[src/rtl/ddo_pkg.sv]
package ddo_pkg;

    // Sequencer states of the odometry engine.
    typedef enum logic [3:0] {
        S_IDLE,
        S_PREP,
        S_WMUL,
        S_SUM,
        S_TMUL,
        S_DIV,
        S_HEAD,
        S_GMUL,
        S_CSET,
        S_CORD,
        S_POSE,
        S_DONE
    } t_state;

    // Configuration register indexes.
    localparam logic [1:0] REG_LEFT_DIAM  = 2'd0;
    localparam logic [1:0] REG_RIGHT_DIAM = 2'd1;
    localparam logic [1:0] REG_LEFT_OFF   = 2'd2;
    localparam logic [1:0] REG_RIGHT_OFF  = 2'd3;

    // Request kinds carried in tuser.
    localparam logic REQ_UPDATE = 1'b0;
    localparam logic REQ_SET    = 1'b1;

    // pi/360 in Q0.32, 2^31/pi scaled for the turn, and the CORDIC gain in Q30.
    localparam logic [25:0] PI_OVER_360 = 26'd37480660;
    localparam logic [29:0] RAD_TO_BAM  = 30'd683565275;
    localparam logic [29:0] CORDIC_GAIN = 30'd652032874;

    // Serial multiply and divide lengths.
    localparam int WMUL_STEPS = 33;
    localparam int TMUL_STEPS = 30;
    localparam int DIV_STEPS  = 83;
    localparam int GMUL_STEPS = 30;

    // Arctangent of 2^-i as a binary angle where 2^31 is pi.
    function automatic logic [31:0] atan_bam(input logic [4:0] idx);
        logic [31:0] r;
        case (idx)
            5'd0:  r = 32'd536870912;
            5'd1:  r = 32'd316933406;
            5'd2:  r = 32'd167458907;
            5'd3:  r = 32'd85004756;
            5'd4:  r = 32'd42667331;
            5'd5:  r = 32'd21354465;
            5'd6:  r = 32'd10679838;
            5'd7:  r = 32'd5340245;
            5'd8:  r = 32'd2670163;
            5'd9:  r = 32'd1335087;
            5'd10: r = 32'd667544;
            5'd11: r = 32'd333772;
            5'd12: r = 32'd166886;
            5'd13: r = 32'd83443;
            5'd14: r = 32'd41722;
            5'd15: r = 32'd20861;
            5'd16: r = 32'd10430;
            5'd17: r = 32'd5215;
            5'd18: r = 32'd2608;
            5'd19: r = 32'd1304;
            5'd20: r = 32'd652;
            5'd21: r = 32'd326;
            5'd22: r = 32'd163;
            5'd23: r = 32'd81;
            5'd24: r = 32'd41;
            5'd25: r = 32'd20;
            5'd26: r = 32'd10;
            5'd27: r = 32'd5;
            5'd28: r = 32'd3;
            5'd29: r = 32'd1;
            5'd30: r = 32'd1;
            default: r = 32'd0;
        endcase
        return r;
    endfunction

endpackage

[src/rtl/differential_drive_odometry.sv]
// Channel     | Dir | Contents (lowest bits first)
// ------------+-----+------------------------------------------------------------
// s_axis      | in  | tuser: req_type; tdata: left_angle, right_angle, new_x,
//             |     | new_y, new_heading (32 bits each)
// m_axis      | out | tdata: x_pos, y_pos, heading (32 bits each)
// i_cfg_*     | in  | write enable, register index, 16-bit write data
//
// A set request loads the pose when it is accepted, and its result then passes through
// the done state into the output register. An encoder update runs the serial shift-add
// multipliers (33 + 30 + 30 steps), the restoring divider for the turn (83 steps, one
// quotient bit per cycle) and one CORDIC rotation per cycle; a zero track skips the turn
// multiply and divide. Requests are taken one at a time and a finished result waits in
// the output register; the engine stalls only at its final step while that register is full.
module differential_drive_odometry #(
    parameter int CORDIC_STEPS = 24,
    parameter int ANGLE_BITS   = 32
) (
    input  logic         i_clk,
    input  logic         i_rst_n,
    input  logic         i_cfg_wr_en,
    input  logic [1:0]   i_cfg_addr,
    input  logic [15:0]  i_cfg_wdata,
    input  logic         s_axis_tvalid,
    output logic         s_axis_tready,
    // left_angle, right_angle, new_x, new_y, new_heading
    input  logic [159:0] s_axis_tdata,
    // req_type
    input  logic [0:0]   s_axis_tuser,
    output logic         m_axis_tvalid,
    input  logic         m_axis_tready,
    // x_pos, y_pos, heading
    output logic [95:0]  m_axis_tdata
);

    // Heading keeps only its top ANGLE_BITS bits.
    localparam logic [31:0] HeadMask = ~((32'd1 << (32 - ANGLE_BITS)) - 32'd1);

    ddo_pkg::t_state r_state, n_state;
    logic [6:0]  r_cnt;

    logic [15:0] r_diam_l, r_diam_r, r_off_l, r_off_r;
    logic [31:0] r_px, r_py, r_ph, r_last_l, r_last_r;

    logic        r_negl, r_negr;
    logic [74:0] r_accl, r_accr;
    logic [41:0] r_ml, r_mr;

    logic [52:0] r_adiff;
    logic        r_dneg;
    logic [82:0] r_acc_t;
    logic [24:0] r_rem;
    logic [31:0] r_quo;

    logic [32:0] r_mabs;
    logic        r_mneg;
    logic [62:0] r_acc_g;

    logic signed [35:0] r_cx, r_cy;
    logic signed [33:0] r_cz;

    logic        r_ovalid;
    logic [95:0] r_odata;

    logic        in_acc;
    logic        out_free;
    logic        last_step;
    logic [16:0] track;

    // Request fields.
    logic [31:0] f_left, f_right, f_x, f_y, f_h;
    logic [32:0] dl, dr, magl, magr;

    // Serial step values.
    logic [42:0] suml, sumr;
    logic [53:0] sumt;
    logic [33:0] sumg;
    logic [25:0] rem2;
    logic [24:0] dvsr;
    logic        qbit;

    // Distance rounding and combination.
    logic [75:0] rndl, rndr;
    logic signed [52:0] distl, distr;
    logic signed [53:0] dsum, ddiff, dhalf;
    logic signed [33:0] mean_c;
    logic [31:0] turn;

    // CORDIC helpers.
    logic signed [35:0] x0, xs, ys;
    logic signed [33:0] z0, atan_s;
    logic [4:0]  sidx;
    logic signed [36:0] nx, ny;

    assign in_acc   = s_axis_tvalid && s_axis_tready;
    assign out_free = !r_ovalid || m_axis_tready;
    assign track    = {1'b0, r_off_l} + {1'b0, r_off_r};
    assign dvsr     = {track, 8'd0};

    assign f_left  = s_axis_tdata[31:0];
    assign f_right = s_axis_tdata[63:32];
    assign f_x     = s_axis_tdata[95:64];
    assign f_y     = s_axis_tdata[127:96];
    assign f_h     = s_axis_tdata[159:128];

    assign dl   = {f_left[31], f_left} - {r_last_l[31], r_last_l};
    assign dr   = {f_right[31], f_right} - {r_last_r[31], r_last_r};
    assign magl = dl[32] ? (33'd0 - dl) : dl;
    assign magr = dr[32] ? (33'd0 - dr) : dr;

    assign suml = {1'b0, r_accl[74:33]} + (r_accl[0] ? {1'b0, r_ml} : 43'd0);
    assign sumr = {1'b0, r_accr[74:33]} + (r_accr[0] ? {1'b0, r_mr} : 43'd0);
    assign sumt = {1'b0, r_acc_t[82:30]} + (r_acc_t[0] ? {1'b0, r_adiff} : 54'd0);
    assign sumg = {1'b0, r_acc_g[62:30]} + (r_acc_g[0] ? {1'b0, r_mabs} : 34'd0);
    assign rem2 = {r_rem, r_acc_t[82]};
    assign qbit = rem2 >= {1'b0, dvsr};

    // Wheel distances rounded half away from zero on the magnitude.
    assign rndl  = {1'b0, r_accl} + 76'd8388608;
    assign rndr  = {1'b0, r_accr} + 76'd8388608;
    assign distl = r_negl ? -$signed({1'b0, rndl[75:24]}) : $signed({1'b0, rndl[75:24]});
    assign distr = r_negr ? -$signed({1'b0, rndr[75:24]}) : $signed({1'b0, rndr[75:24]});
    assign dsum  = 54'(distl) + 54'(distr);
    assign ddiff = 54'(distl) - 54'(distr);
    // Halving truncates toward zero.
    assign dhalf = (dsum + (dsum[53] ? 54'sd1 : 54'sd0)) >>> 1;

    always_comb begin
        if (dhalf > 54'sd4294967296) begin
            mean_c = 34'sd4294967296;
        end else if (dhalf < -54'sd4294967296) begin
            mean_c = -34'sd4294967296;
        end else begin
            mean_c = dhalf[33:0];
        end
    end

    assign turn = r_dneg ? (32'd0 - r_quo) : r_quo;

    // CORDIC set-up: gain-scaled distance and a heading folded into +-pi/2.
    always_comb begin
        x0 = r_mneg ? -$signed({3'b0, r_acc_g[62:30]}) : $signed({3'b0, r_acc_g[62:30]});
        z0 = 34'(signed'(r_ph));
        if (z0 > 34'sd1073741824) begin
            z0 = z0 - 34'sd2147483648;
            x0 = -x0;
        end else if (z0 < -34'sd1073741824) begin
            z0 = z0 + 34'sd2147483648;
            x0 = -x0;
        end
    end

    assign sidx   = r_cnt[4:0];
    assign xs     = r_cx >>> sidx;
    assign ys     = r_cy >>> sidx;
    assign atan_s = $signed({2'b0, ddo_pkg::atan_bam(sidx)});

    assign nx = 37'(signed'(r_px)) + 37'(r_cx);
    assign ny = 37'(signed'(r_py)) + 37'(r_cy);

    function automatic logic [31:0] sat32(input logic signed [36:0] v);
        logic [31:0] r;
        if (v > 37'sd2147483647) begin
            r = 32'h7FFF_FFFF;
        end else if (v < -37'sd2147483648) begin
            r = 32'h8000_0000;
        end else begin
            r = v[31:0];
        end
        return r;
    endfunction

    always_comb begin
        case (r_state)
            ddo_pkg::S_WMUL: last_step = r_cnt == 7'(ddo_pkg::WMUL_STEPS - 1);
            ddo_pkg::S_TMUL: last_step = r_cnt == 7'(ddo_pkg::TMUL_STEPS - 1);
            ddo_pkg::S_DIV:  last_step = r_cnt == 7'(ddo_pkg::DIV_STEPS - 1);
            ddo_pkg::S_GMUL: last_step = r_cnt == 7'(ddo_pkg::GMUL_STEPS - 1);
            ddo_pkg::S_CORD: last_step = r_cnt == 7'(CORDIC_STEPS - 1);
            default:         last_step = 1'b0;
        endcase
    end

    // Next-state logic of the sequencer.
    always_comb begin
        n_state       = r_state;
        s_axis_tready = 1'b0;
        case (r_state)
            ddo_pkg::S_IDLE: begin
                s_axis_tready = 1'b1;
                if (s_axis_tvalid) begin
                    n_state = (s_axis_tuser[0] == ddo_pkg::REQ_SET) ?
                              ddo_pkg::S_DONE : ddo_pkg::S_PREP;
                end
            end
            ddo_pkg::S_PREP: n_state = ddo_pkg::S_WMUL;
            ddo_pkg::S_WMUL: if (last_step) n_state = ddo_pkg::S_SUM;
            ddo_pkg::S_SUM:  n_state = (track == 17'd0) ? ddo_pkg::S_HEAD : ddo_pkg::S_TMUL;
            ddo_pkg::S_TMUL: if (last_step) n_state = ddo_pkg::S_DIV;
            ddo_pkg::S_DIV:  if (last_step) n_state = ddo_pkg::S_HEAD;
            ddo_pkg::S_HEAD: n_state = ddo_pkg::S_GMUL;
            ddo_pkg::S_GMUL: if (last_step) n_state = ddo_pkg::S_CSET;
            ddo_pkg::S_CSET: n_state = ddo_pkg::S_CORD;
            ddo_pkg::S_CORD: if (last_step) n_state = ddo_pkg::S_POSE;
            ddo_pkg::S_POSE: n_state = ddo_pkg::S_DONE;
            ddo_pkg::S_DONE: if (out_free) n_state = ddo_pkg::S_IDLE;
            default:         n_state = ddo_pkg::S_IDLE;
        endcase
    end

    always_ff @(posedge i_clk) begin
        if (!i_rst_n) begin
            r_state <= ddo_pkg::S_IDLE;
        end else begin
            r_state <= n_state;
        end
    end

    // Control state, configuration and pose.
    always_ff @(posedge i_clk) begin
        if (!i_rst_n) begin
            r_cnt    <= 7'd0;
            r_ovalid <= 1'b0;
            r_diam_l <= 16'd1024;
            r_diam_r <= 16'd1024;
            r_off_l  <= 16'd1792;
            r_off_r  <= 16'd1792;
            r_px     <= 32'd0;
            r_py     <= 32'd0;
            r_ph     <= 32'd0;
            r_last_l <= 32'd0;
            r_last_r <= 32'd0;
        end else begin
            if (i_cfg_wr_en) begin
                case (i_cfg_addr)
                    ddo_pkg::REG_LEFT_DIAM:  r_diam_l <= i_cfg_wdata;
                    ddo_pkg::REG_RIGHT_DIAM: r_diam_r <= i_cfg_wdata;
                    ddo_pkg::REG_LEFT_OFF:   r_off_l  <= i_cfg_wdata;
                    ddo_pkg::REG_RIGHT_OFF:  r_off_r  <= i_cfg_wdata;
                    default: ;
                endcase
            end

            if (last_step) begin
                r_cnt <= 7'd0;
            end else if (r_state == ddo_pkg::S_WMUL || r_state == ddo_pkg::S_TMUL ||
                         r_state == ddo_pkg::S_DIV || r_state == ddo_pkg::S_GMUL ||
                         r_state == ddo_pkg::S_CORD) begin
                r_cnt <= r_cnt + 7'd1;
            end

            if (in_acc) begin
                if (s_axis_tuser[0] == ddo_pkg::REQ_SET) begin
                    r_px <= f_x;
                    r_py <= f_y;
                    r_ph <= f_h & HeadMask;
                end else begin
                    r_last_l <= f_left;
                    r_last_r <= f_right;
                end
            end
            if (r_state == ddo_pkg::S_HEAD) begin
                r_ph <= (r_ph + turn) & HeadMask;
            end
            if (r_state == ddo_pkg::S_POSE) begin
                r_px <= sat32(nx);
                r_py <= sat32(ny);
            end

            if (r_state == ddo_pkg::S_DONE && out_free) begin
                r_ovalid <= 1'b1;
            end else if (m_axis_tready) begin
                r_ovalid <= 1'b0;
            end
        end
    end

    // Serial datapath.
    always_ff @(posedge i_clk) begin
        case (r_state)
            ddo_pkg::S_IDLE: begin
                r_negl <= dl[32];
                r_negr <= dr[32];
                r_accl <= {42'd0, magl};
                r_accr <= {42'd0, magr};
            end
            ddo_pkg::S_PREP: begin
                r_ml <= r_diam_l * ddo_pkg::PI_OVER_360;
                r_mr <= r_diam_r * ddo_pkg::PI_OVER_360;
            end
            ddo_pkg::S_WMUL: begin
                r_accl <= {suml, r_accl[32:1]};
                r_accr <= {sumr, r_accr[32:1]};
            end
            ddo_pkg::S_SUM: begin
                r_dneg  <= ddiff[53];
                r_adiff <= ddiff[53] ? 53'(-ddiff) : ddiff[52:0];
                r_acc_t <= {53'd0, ddo_pkg::RAD_TO_BAM};
                r_rem   <= 25'd0;
                r_quo   <= 32'd0;
                r_mneg  <= mean_c[33];
                r_mabs  <= mean_c[33] ? 33'(-mean_c) : mean_c[32:0];
            end
            ddo_pkg::S_TMUL: begin
                r_acc_t <= {sumt, r_acc_t[29:1]};
            end
            ddo_pkg::S_DIV: begin
                r_acc_t <= {r_acc_t[81:0], 1'b0};
                r_rem   <= qbit ? 25'(rem2 - {1'b0, dvsr}) : rem2[24:0];
                r_quo   <= {r_quo[30:0], qbit};
            end
            ddo_pkg::S_HEAD: begin
                r_acc_g <= {33'd0, ddo_pkg::CORDIC_GAIN};
            end
            ddo_pkg::S_GMUL: begin
                r_acc_g <= {sumg, r_acc_g[29:1]};
            end
            ddo_pkg::S_CSET: begin
                r_cx <= x0;
                r_cy <= 36'sd0;
                r_cz <= z0;
            end
            ddo_pkg::S_CORD: begin
                if (!r_cz[33]) begin
                    r_cx <= r_cx - ys;
                    r_cy <= r_cy + xs;
                    r_cz <= r_cz - atan_s;
                end else begin
                    r_cx <= r_cx + ys;
                    r_cy <= r_cy - xs;
                    r_cz <= r_cz + atan_s;
                end
            end
            ddo_pkg::S_DONE: begin
                if (out_free) begin
                    r_odata <= {r_ph, r_py, r_px};
                end
            end
            default: ;
        endcase
    end

    assign m_axis_tvalid = r_ovalid;
    assign m_axis_tdata  = r_odata;

    // The divider only runs with a non-zero track.
    a_div_track: assert property (@(posedge i_clk) disable iff (!i_rst_n)
        r_state == ddo_pkg::S_DIV |-> track != 17'd0)
        else $error("divider running with zero track");

    // The rotation angle stays within a half turn.
    a_cord_range: assert property (@(posedge i_clk) disable iff (!i_rst_n)
        r_state == ddo_pkg::S_CORD |->
            (r_cz <= 34'sd2147483648 && r_cz >= -34'sd2147483648))
        else $error("CORDIC angle out of range");

    // Finishing a request always leaves a result in the output register.
    a_done_out: assert property (@(posedge i_clk) disable iff (!i_rst_n)
        (r_state == ddo_pkg::S_DONE && out_free) |=> r_ovalid)
        else $error("result lost on completion");

    // New requests are only taken when the engine is idle.
    a_busy_ready: assert property (@(posedge i_clk) disable iff (!i_rst_n)
        r_state != ddo_pkg::S_IDLE |-> !s_axis_tready)
        else $error("request accepted while busy");

endmodule
[config.mk]
export PLATFORM = sky130hd
export DESIGN_NAME = differential_drive_odometry
export DESIGN_NICKNAME = d
export VERILOG_FILES = /design/src/rtl/ddo_pkg.sv /design/src/rtl/differential_drive_odometry.sv
export SDC_FILE = /design/constraint.sdc
export NUM_CORES = 2
export LEC_CHECK = 0
export BUFFER_PORTS_ARGS = -buffer_cell sky130_fd_sc_hd__buf_2
export CAP_MARGIN = 30
export CORE_ASPECT_RATIO = 0.75
export CORE_MARGIN = 3
export CORE_UTILIZATION = 45
export CTS_CLUSTER_DIAMETER = 30
export DETAILED_ROUTE_END_ITERATION = 12
export PLACE_DENSITY_LB_ADDON = 0.15
export SLEW_MARGIN = 20
export SYNTH_ARGS = -nofsm -noshare
export SYNTH_HDL_FRONTEND = slang
export SYNTH_SLANG_ARGS = --single-unit
export TNS_END_PERCENT = 20
[constraint.sdc]
create_clock -name i_clk -period 11.5 [get_ports i_clk]
set_clock_uncertainty 0.1 [all_clocks]
set_input_delay 2.3 -clock i_clk [delete_from_list [all_inputs] [get_ports i_clk]]
set_output_delay 2.3 -clock i_clk [all_outputs]
set_load 0.005 [all_outputs]
==> flow_metrics.tcl <==
set metrics [dict create \
    outcome "finished, final reports clean" \
    syn-mean-instance-area_um2 8.64 \
    die-area_um2 217000 \
    setup_tns_ns 0 \
    gp_congestion 0.954 \
    hold_start "r_last_r[30]" \
    fmax_ghz 0.0923 \
    stdcell_area_um2 109000 \
    post-route-drc-count 0 \
    syn_nets 12400 \
    period_share 0.942 \
    ys_top_cells_by_count "nand2_1, nor2_1, ha_1" \
    worstMarginPinSlew_ns 1.10 \
    hold_violations 0 \
    max-clock-path-buffers 4 \
    cp_max_fo 7 \
    cts_buffers 237 \
    ys_types 116 \
    track_usage 0.262 \
    die_w_um 537 \
    clock-sinks 991 \
    vias_per_cell 5.75 \
    end_kind "register" \
    setup_viol_count_final 0 \
    ys_async_sr_fraction 0 \
    cts_htree_levels 4 \
    place_area_um2 100000 \
    worstSetupPathType "register to register" \
    ys.flop_type "edfxtp_1" \
    r2r-start "r_accr[23]" \
    max_cap_viol_count 0 \
    port_buffers 281 \
    holdWs_ns 0.358 \
    core-area_um2 209000 \
    insertion_delay_ns 0.90 \
    start_util 0.455 \
    rows 145 \
    grt_pass1_wl_um 453000 \
    antenna_found_initial 11 \
    yosysMostFrequentCell "nand2_1" \
    yosysWarnings 0 \
    synth_top_cell_area_share 0.229 \
    min_path_type "register to register" \
    stdcell_count 14400 \
    ff2ff_setup_slack_ns 0.66 \
    dp_hpwl_um 231000 \
    setup.worst_path.start "r_accr[23]" \
    wl_per_cell_um 20.4 \
    drt_wl_total_um 292000 \
    ys_top_cells_by_area "edfxtp_1, ha_1, xnor2_1" \
    synth_top_area_cell "edfxtp_1" \
    synth_edf_count 725 \
    drtAntennaViolNets 0 \
    ios 282 \
    drt_first_pass_iters 6 \
    start_kind "register" \
    slowest_stage "or4_1" \
    crit_required_ns 12.05 \
    synth_area_um2 95000 \
    drv_slew 0 \
    postSynthCellCount 11000 \
    ctsHoldBuffers 0 \
    root_buffer "clkbuf_16" \
    grt-ovfl-total 0 \
    synth-seq-cells 991 \
    yosysSeqAreaShare 0.285 \
    cts_tree "done" \
    layout_min_cycle_time_ns 10.84 \
    max_stage_delay_ns 0.52 \
    final_nets 12700 \
    drive_above_1_share 0.101 \
    grt_pass1_vias 78200 \
    clk_pin_slew_ns 0.04 \
    synthToLayoutAreaGrowth_pct 14.3 \
    placed_cells 13900 \
    drt_iter0_drc 7421 \
    vias 82500 \
    grt_max_degree 95 \
    crit_arrival_ns 11.39 \
    slew_headroom 0.263 \
    die_y_um 404 \
    fillerInstances 19500 \
]
==> stage by stage <==
stage / setup WS (ns) / utilization
after CTS: 0.0432 / 0.517
after detailed placement: -0.116 / 0.479
final: 0.663 / 0.520
after global placement: 0.0366 / 0.479
after floorplan: -0.270 / -
after global routing: -0.0242 / 0.520
==> repair_timing <==
action                     CTS  global route
pin swaps                    1            11
setup endpoints to repair    6            19
gates resized for setup      4            49
setup buffers                1             6
==> metal layers <==
metal  GRT usage  wire length [um]  part of all wire  vias up
li1            -                 -                 -    39800
met1       0.410            146000              0.50    39500
met2       0.371            117000              0.40     2879
met3      0.0434             22400             0.077      381
met4      0.0623              6710             0.023        4
met5           0                24          0.000082        -
==> worst paths after layout <==
path	cells past startpoint	to
worst max-delay path	49	r_mabs[28]
worst min-delay path	2	r_last_r[30]
worst max register to register	49	r_mabs[28]
worst min register to register	2	r_last_r[30]
==> layout make-up <==
type,count,area [um^2],area share
Sequential cell,991,27100,0.250
Clock inverter,146,1490,0.0137
Clock buffer,288,6420,0.0591
Tap cell,2793,3490,0.0322
Antenna cell,5,12.5,0.000115
Timing Repair Buffer,512,3280,0.0302
Inverter,768,2880,0.0266
Multi-Input combinational cell,8847,63900,0.589
==> state kept, by name, indices dropped and copies added (netlist names), 30 cells and up <==
signal,count
atan_s,30
m_axis_tdata,96
r_acc_g,63
r_acc_t,83
r_accl,75
r_accr,75
r_adiff,53
r_cx,36
r_cy,36
r_cz,34
r_last_l,32
r_last_r,32
r_mabs,33
r_ml,40
r_mr,40
r_ph,32
r_px,32
r_py,32
r_quo,32
==> worst max-delay path: cells and delay by family (launching register included) <==
kind	cells	cell delay [ns]
buffers and inverters	6	0.97
DFF	1	0.42
AOI/OAI and AO/OA	8	1.74
xor gates and xnor gates	2	0.44
adders and majority gates	4	0.97
and+or+nand+nor	29	5.96
==> logic make-up after synthesis <==
group	share of synthesized area
AND/OR/NAND/NOR	0.193
AO/OA/AOI/OAI	0.172
adder cells (fa/ha/maj)	0.178
buffers and inverters	0.0463
XOR/XNOR	0.0997
flip-flops	0.285
multiplexers	0.0257
==> layout by cell type, fill, tap and decap left out, types with 263 or more instances in the layout <==
cell type / instances
a21oi_1: 747
and2_1: 313
buf_2: 282
edfxtp_1: 725
fa_1: 280
ha_1: 901
inv_1: 753
nand2_1: 1168
nand3_1: 313
nor2_1: 892
nor3_1: 263
o21ai_0: 590
xnor2_1: 654
xor2_1: 422
Power is left out: the tool's default activity adds up to more than one toggle a clock period on the data nets, which glitch-free logic cannot reach.
